--- src/mid_pkg.sv ---
// ----------------------------------------------------------------------------
// mid_pkg
// Shared kinds, result bundle and helper functions for the modular integer
// decoder: payload placement with overflow detection and offset saturation.
// ----------------------------------------------------------------------------
package mid_pkg;

    // value kinds, same code on command and on the reported kind
    localparam logic [1:0] KIND_UCHAR = 2'd0;
    localparam logic [1:0] KIND_SCHAR = 2'd1;
    localparam logic [1:0] KIND_SHORT = 2'd2;
    localparam logic [1:0] KIND_RSVD  = 2'd3;

    // payload group sizes and offset ceiling
    localparam logic [4:0] STEP_CHAR  = 5'd7;
    localparam logic [4:0] STEP_SHORT = 5'd15;
    localparam logic [6:0] OFF_MAX    = 7'd127;

    // result of one decoded value
    typedef struct packed {
        logic [63:0] value_bits;
        logic [1:0]  kind;
        logic        overflow;
    } result_t;

    // placed payload and overflow flag
    typedef struct packed {
        logic [63:0] value;
        logic        ovf;
    } place_t;

    // place a payload of up to 15 bits at an offset within a 64- or 32-bit result
    function automatic place_t mid_place(input logic [14:0] payload,
                                         input logic [6:0]  off,
                                         input logic        wide64);
        place_t      res;
        logic [78:0] shifted;
        shifted = {64'd0, payload} << off[5:0];
        res.value = 64'd0;
        res.ovf   = 1'b0;
        if (wide64) begin
            if (off[6]) begin
                res.ovf = (payload != 15'd0);
            end else begin
                res.value = shifted[63:0];
                res.ovf   = (shifted[78:64] != 15'd0);
            end
        end else begin
            if (off >= 7'd32) begin
                res.ovf = (payload != 15'd0);
            end else begin
                res.value = {32'd0, shifted[31:0]};
                res.ovf   = (shifted[78:32] != 47'd0);
            end
        end
        return res;
    endfunction

    // advance the bit offset, saturating at its ceiling
    function automatic logic [6:0] mid_advance(input logic [6:0] off,
                                               input logic [4:0] step);
        logic [7:0] sum;
        sum = {1'b0, off} + {3'd0, step};
        return (sum > {1'b0, OFF_MAX}) ? OFF_MAX : sum[6:0];
    endfunction

    // sign-extend a 32-bit value to 64 bits
    function automatic logic [63:0] mid_sext32(input logic [31:0] v);
        return {{32{v[31]}}, v};
    endfunction

endpackage

--- src/mid_decode.sv ---
// ----------------------------------------------------------------------------
// mid_decode
// Value state registers and the single-pass update for one byte: places the
// payload group, tracks pair phase and overflow, and flags the ending byte.
// ----------------------------------------------------------------------------
module mid_decode (
    input  logic            aclk,
    input  logic            aresetn,
    input  logic            step,
    input  logic [1:0]      command,
    input  logic [7:0]      data_byte,
    output logic            done,
    output mid_pkg::result_t result
);
    import mid_pkg::*;

    logic [63:0] acc_reg,   acc_next;
    logic [6:0]  off_reg,   off_next;
    logic        in_value_reg, in_value_next;
    logic [1:0]  kind_reg,  kind_next;
    logic [7:0]  low_reg,   low_next;
    logic        phase_reg, phase_next;
    logic        ovf_reg,   ovf_next;

    logic [63:0] acc_cur;
    logic [6:0]  off_cur;
    logic [7:0]  low_cur;
    logic        phase_cur;
    logic        ovf_cur;
    place_t      placed;
    logic [31:0] mag;

    // byte update, with fresh state at the start of a value
    always_comb begin
        if (in_value_reg) begin
            kind_next = kind_reg;
            acc_cur   = acc_reg;
            off_cur   = off_reg;
            low_cur   = low_reg;
            phase_cur = phase_reg;
            ovf_cur   = ovf_reg;
        end else begin
            kind_next = (command == KIND_RSVD) ? KIND_UCHAR : command;
            acc_cur   = 64'd0;
            off_cur   = 7'd0;
            low_cur   = 8'd0;
            phase_cur = 1'b0;
            ovf_cur   = 1'b0;
        end

        acc_next          = acc_cur;
        off_next          = off_cur;
        low_next          = low_cur;
        phase_next        = phase_cur;
        ovf_next          = ovf_cur;
        done              = 1'b0;
        placed            = '0;
        mag               = 32'd0;
        result.value_bits = 64'd0;

        case (kind_next)
            KIND_UCHAR: begin
                placed            = mid_place({8'd0, data_byte[6:0]}, off_cur, 1'b1);
                acc_next          = acc_cur | placed.value;
                ovf_next          = ovf_cur | placed.ovf;
                off_next          = mid_advance(off_cur, STEP_CHAR);
                done              = ~data_byte[7];
                result.value_bits = acc_next;
            end
            KIND_SCHAR: begin
                if (data_byte[7]) begin
                    placed   = mid_place({8'd0, data_byte[6:0]}, off_cur, 1'b0);
                    acc_next = acc_cur | placed.value;
                    ovf_next = ovf_cur | placed.ovf;
                    off_next = mid_advance(off_cur, STEP_CHAR);
                end else begin
                    // final byte: six bits, bit 6 negates modulo 2^32
                    placed   = mid_place({9'd0, data_byte[5:0]}, off_cur, 1'b0);
                    ovf_next = ovf_cur | placed.ovf;
                    mag      = acc_cur[31:0] | placed.value[31:0];
                    if (data_byte[6]) begin
                        mag = 32'd0 - mag;
                    end
                    acc_next          = {32'd0, mag};
                    done              = 1'b1;
                    result.value_bits = mid_sext32(mag);
                end
            end
            KIND_SHORT: begin
                if (!phase_cur) begin
                    low_next   = data_byte;
                    phase_next = 1'b1;
                end else begin
                    placed            = mid_place({data_byte[6:0], low_cur}, off_cur, 1'b0);
                    acc_next          = acc_cur | placed.value;
                    ovf_next          = ovf_cur | placed.ovf;
                    off_next          = mid_advance(off_cur, STEP_SHORT);
                    phase_next        = 1'b0;
                    done              = ~data_byte[7];
                    result.value_bits = mid_sext32(acc_next[31:0]);
                end
            end
            default: begin
                done = 1'b0;
            end
        endcase

        in_value_next   = ~done;
        result.kind     = kind_next;
        result.overflow = ovf_next;
    end

    // value state registers
    always_ff @(posedge aclk) begin
        if (!aresetn) begin
            acc_reg      <= 64'd0;
            off_reg      <= 7'd0;
            in_value_reg <= 1'b0;
            kind_reg     <= KIND_UCHAR;
            low_reg      <= 8'd0;
            phase_reg    <= 1'b0;
            ovf_reg      <= 1'b0;
        end else if (step) begin
            acc_reg      <= acc_next;
            off_reg      <= off_next;
            in_value_reg <= in_value_next;
            kind_reg     <= kind_next;
            low_reg      <= low_next;
            phase_reg    <= phase_next;
            ovf_reg      <= ovf_next;
        end
    end

endmodule

--- src/modular_integer_decoder.sv ---
// ----------------------------------------------------------------------------
// modular_integer_decoder
// Stream decoder for modular char (unsigned, signed) and modular short
// variable-length integers, one encoded byte per transaction.
// ----------------------------------------------------------------------------
// usage
//   slave side takes one byte per transaction: s_tdata carries the byte and
//   s_tuser the kind of value, sampled only on the first byte of a value
//   master side gives one transaction per finished value: m_tdata carries the
//   64-bit value (signed kinds sign-extended from 32 bits), m_tuser the kind
//   and an overflow flag for dropped nonzero payload bits
//   bytes that do not end a value give no transaction
//   an ending byte is held in the input register after the slave-side
//   transaction, and the byte update then loads its result into the result
//   register, which drives the master side
//   throughput: one byte per cycle while the result register is free or
//   being taken
//   a stall on m_tready holds the result; further bytes that end no value
//   still go through, and an ending byte waits in the input register
//   reset (aresetn low, synchronous) empties both registers and returns the
//   decoder to the start of a value
// ----------------------------------------------------------------------------
module modular_integer_decoder (
    input  logic        aclk,
    input  logic        aresetn,
    input  logic        s_tvalid,
    output logic        s_tready,
    input  logic [7:0]  s_tdata,   // [7:0] data_byte
    input  logic [1:0]  s_tuser,   // [1:0] command
    output logic        m_tvalid,
    input  logic        m_tready,
    output logic [63:0] m_tdata,   // [63:0] value_bits
    output logic [2:0]  m_tuser    // [1:0] kind, [2] overflow
);
    import mid_pkg::*;

    logic       in_valid_reg;
    logic [1:0] in_cmd_reg;
    logic [7:0] in_byte_reg;
    logic       out_valid_reg;
    result_t    out_reg;
    logic       done;
    logic       advance;
    result_t    result;

    mid_decode u_decode (
        .aclk      (aclk),
        .aresetn   (aresetn),
        .step      (advance),
        .command   (in_cmd_reg),
        .data_byte (in_byte_reg),
        .done      (done),
        .result    (result)
    );

    // held byte moves on unless it ends a value and the result slot is full
    assign advance  = in_valid_reg & (~done | ~out_valid_reg | m_tready);
    assign s_tready = ~in_valid_reg | advance;

    // input register
    always_ff @(posedge aclk) begin
        if (!aresetn) begin
            in_valid_reg <= 1'b0;
        end else if (s_tready) begin
            in_valid_reg <= s_tvalid;
        end
    end

    always_ff @(posedge aclk) begin
        if (s_tvalid && s_tready) begin
            in_cmd_reg  <= s_tuser;
            in_byte_reg <= s_tdata;
        end
    end

    // result register
    always_ff @(posedge aclk) begin
        if (!aresetn) begin
            out_valid_reg <= 1'b0;
        end else if (advance && done) begin
            out_valid_reg <= 1'b1;
        end else if (m_tready) begin
            out_valid_reg <= 1'b0;
        end
    end

    always_ff @(posedge aclk) begin
        if (advance && done) begin
            out_reg <= result;
        end
    end

    assign m_tvalid = out_valid_reg;
    assign m_tdata  = out_reg.value_bits;
    assign m_tuser  = {out_reg.overflow, out_reg.kind};

endmodule

--- config.mk ---
export PLATFORM = sky130hd
export DESIGN_NAME = modular_integer_decoder
export DESIGN_NICKNAME = d
export VERILOG_FILES = /design/src/mid_pkg.sv /design/src/mid_decode.sv /design/src/modular_integer_decoder.sv
export SDC_FILE = /design/constraint.sdc
export NUM_CORES = 1
export LEC_CHECK = 0
export ABC_AREA = 1
export BUFFER_PORTS_ARGS = -buffer_cell sky130_fd_sc_hd__buf_2
export CAP_MARGIN = 5
export CORE_AREA = 2 2 191 193
export DETAILED_ROUTE_END_ITERATION = 10
export DIE_AREA = 0 0 193 195
export GPL_TIMING_DRIVEN = 0
export RECOVER_POWER = 100
export SYNTH_ARGS = -nofsm -noshare
export SYNTH_HDL_FRONTEND = slang
export SYNTH_SLANG_ARGS = --single-unit
--- constraint.sdc ---
create_clock -name aclk -period 10.6 [get_ports aclk]
set_input_delay 0.53 -clock aclk [delete_from_list [all_inputs] [get_ports aclk]]
set_output_delay 0.53 -clock aclk [all_outputs]
set_load 0.05 [all_outputs]
==> impl_metrics.py <==
metrics = {
    "route": {
        "drc": 0,
        "wire_per_inst_um": 24.52,
        "drtPass1Iterations": 6,
        "drt-total-wl_um": 62060,
        "via_per_inst": 5.909,
        "vias": 14960,
        "drt_iter0_markers": 2165,
        "postRouteAntennaNets": 0,
    },
    "synth": {
        "syn-cell-area_sq_um": 12310,
        "yosysWarningCount": 0,
        "synth.area.top_cells": "nand2_1 19%, edfxtp_1 19%, dfxtp_1 14%",
        "synth-seq-cells": 163,
        "synth_cell_type_count": 53,
        "synth_edf_count": 77,
        "synthCells": 1956,
        "synthArstFlopShare": 0,
        "yosysMostFrequentCell": "nand2_1",
        "synth.avg_cell_area_sq_um": 6.294,
        "synth_top_area_frac": 0.1915,
        "synth_nets": 1972,
        "ys_seq_area_frac": 0.3276,
        "synth_top_flop_cell": "dfxtp_1",
        "synth_area_leader_cell": "nand2_1",
        "synth_top_cells_by_count": "628 x nand2_1, 210 x nand3_1, 179 x nor2_1, 176 x o21ai_0, 136 x inv_1",
    },
    "die": {
        "top_level_ports": 83,
        "design.core.area_sq_um": 35400,
        "die-height_um": 195,
        "die_x_um": 193,
        "initial_core_util": 0.3478,
        "rows": 69,
        "dieArea_sq_um": 37640,
    },
    "place": {
        "hpwl_um": 46980,
        "place_congestion": 1.096,
        "io_buffer_count": 82,
    },
    "clocking": {
        "hold_buffers": 0,
        "clk_pin_slew_ns": 0.08,
        "cts_inserted_buffers": 17,
        "cts_tree": "built",
        "cts_sinks": 163,
        "post_cts.repair.setup_buffers": 0,
        "clockRootBuffer": "clkbuf_16",
        "cts_resized": 0,
        "h-tree-depth": 4,
        "clockBufferDepth": 2,
        "worstSkewPairLatency_ns": 0.50,
    },
    "sta": {
        "fin_crit_sh": 0.6363,
        "rsz0062_at_grt": "no",
        "setup_tns_ns": 0,
        "hold_viol_final": 0,
        "worst_pin_slew_ns": 1.581,
        "slew_violations": 9,
        "max-slew-margin-rel": -0.05915,
        "fmax_mhz": 148.3,
        "setup_viol": 0,
        "skew_ns": 0.03502,
        "period_needed_ns": 6.745,
    },
    "min_path": {
        "hp-class": "in2reg",
    },
    "setup_path": {
        "critPathTopFamily": "buffers and inverters",
        "critPathMaxStageDelay_ns": 1.16,
        "setup.worst_path.end_class": "register",
        "start_kind": "register",
        "crit_arrival_ns": 7.14,
        "crit_chain": "clkbuf_1 > clkbuf_1 > inv_1 > a31oi_1 > inv_1 > nand2_1 > nand2_1 > inv_1 > nand3_1 > nand2_1 > clkbuf_1 > clkbuf_1 > nand2_1 > a31oi_1",
        "path_max_fanout": 10,
        "critPathBufInv": 7,
        "slowest_stage": "a31oi_1",
        "required_ns": 11.00,
        "crit_type": "reg2reg",
    },
    "outcome": {
        "status": "finished with violations",
        "violations": "capacitance limit, slew limit",
    },
    "final_layout": {
        "area_delta_synth_final_pct": 11.45,
        "nets": 2073,
        "nFillCells": 3952,
        "multi_input_area_sq_um": 7133,
        "utilization": 0.3877,
        "drive_gt1_frac": 0.06280,
        "final-seq-area_sq_um": 4034,
        "diodes": 0,
    },
    "pwr": {
        "power_density_nw_per_um2": 122.8,
        "ir_drop_mv": 0.1251,
        "p_leak_nw": 6.358,
    },
    "run": {
        "maxCapViolations": 1,
    },
    "grt": {
        "grt_pass1_vias": 13620,
        "grt_pass1_wl_um": 89380,
        "antenna_found_initial": 1,
        "grt_max_degree": 69,
        "track_usage": 0.3275,
        "grt-ovfl-total": 0,
    },
}
placed cells by master, fill, tap and decap left out, types with 12 or more instances in the layout:
cell type	synthesis	routed
clkbuf_16	0	17
clkbuf_1	60	144
o211ai_1	17	17
o21ai_0	176	176
nor2_1	179	179
buf_2	28	32
inv_1	136	138
dfxtp_1	86	86
nand3_1	210	210
nand4_1	44	44
a211oi_1	14	14
inv_2	16	13
a21oi_1	113	114
edfxtp_1	77	77
a31oi_1	18	19
nand2_1	628	628
nand3_2	12	12
power by group:
group / switching, mW / internal (mW) / leakage (nW)
clock: 0.315 / 0.331 / 0.279
sequential: 0.0184 / 0.687 / 1.46
combinational: 0.260 / 0.0739 / 4.62
total: 0.593 / 1.09 / 6.36
metrics by stage:
step                      worst slack (ns)  cell area [sq um]  power (mW)  instances  hold WS [ns]
after detailed placement             6.398              13300       1.043       2499        0.4573
final                                3.855              13720       1.685       2531        0.2108
after CTS                            6.372              13880       1.682       2531        0.2140
after global routing                 3.779              13720       1.733       2531        0.2172
after floorplan                      7.235              12310      0.9220       1956        0.4442
after global placement               5.064              13300       1.041       2499        0.4520
worst paths after layout:
kind / start / depth (start not counted) / slack (ns) / end
worst max register to register: u_decode.in_value_reg / 14 / 3.86 / u_decode.off_reg[4]
worst min register to register: u_decode.acc_reg[12] / 2 / 0.47 / u_decode.acc_reg[12]
worst max-delay path: u_decode.in_value_reg / 14 / 3.86 / u_decode.off_reg[4]
worst min-delay path: s_tdata[1] / 1 / 0.21 / in_byte_reg[1]
layout make-up:
| class | count | share of cell area |
|---|---|---|
| clock buffers | 18 | 0.03128 |
| inverters | 156 | 0.04286 |
| multi-input cells | 1525 | 0.5198 |
| well taps | 461 | 0.04204 |
| plain buffers | 112 | 0.03565 |
| clock inverters | 14 | 0.01076 |
| repair buffers | 82 | 0.02362 |
| flip-flops and latches | 163 | 0.2940 |
cells by family after synthesis:
family	Yosys count	share of synthesized area
DFF	163	0.3276
xor gates and xnor gates	3	0.002135
adders and majority gates	2	0.002032
AOI/OAI and AO/OA	402	0.1874
and+or+nand+nor	1118	0.3895
buffers and inverters	268	0.09126
routing by layer:
layer / vias to the layer above / wire length (um) / track usage
met1: 7032 / 25770 / 0.4441
li1: 6785 / - / -
met4: 2 / 3594 / 0.1756
met2: 945 / 26020 / 0.4783
met3: 191 / 6671 / 0.07782
met5: - / 12 / 0
Note: power is estimated with default switching activity, not from simulation.
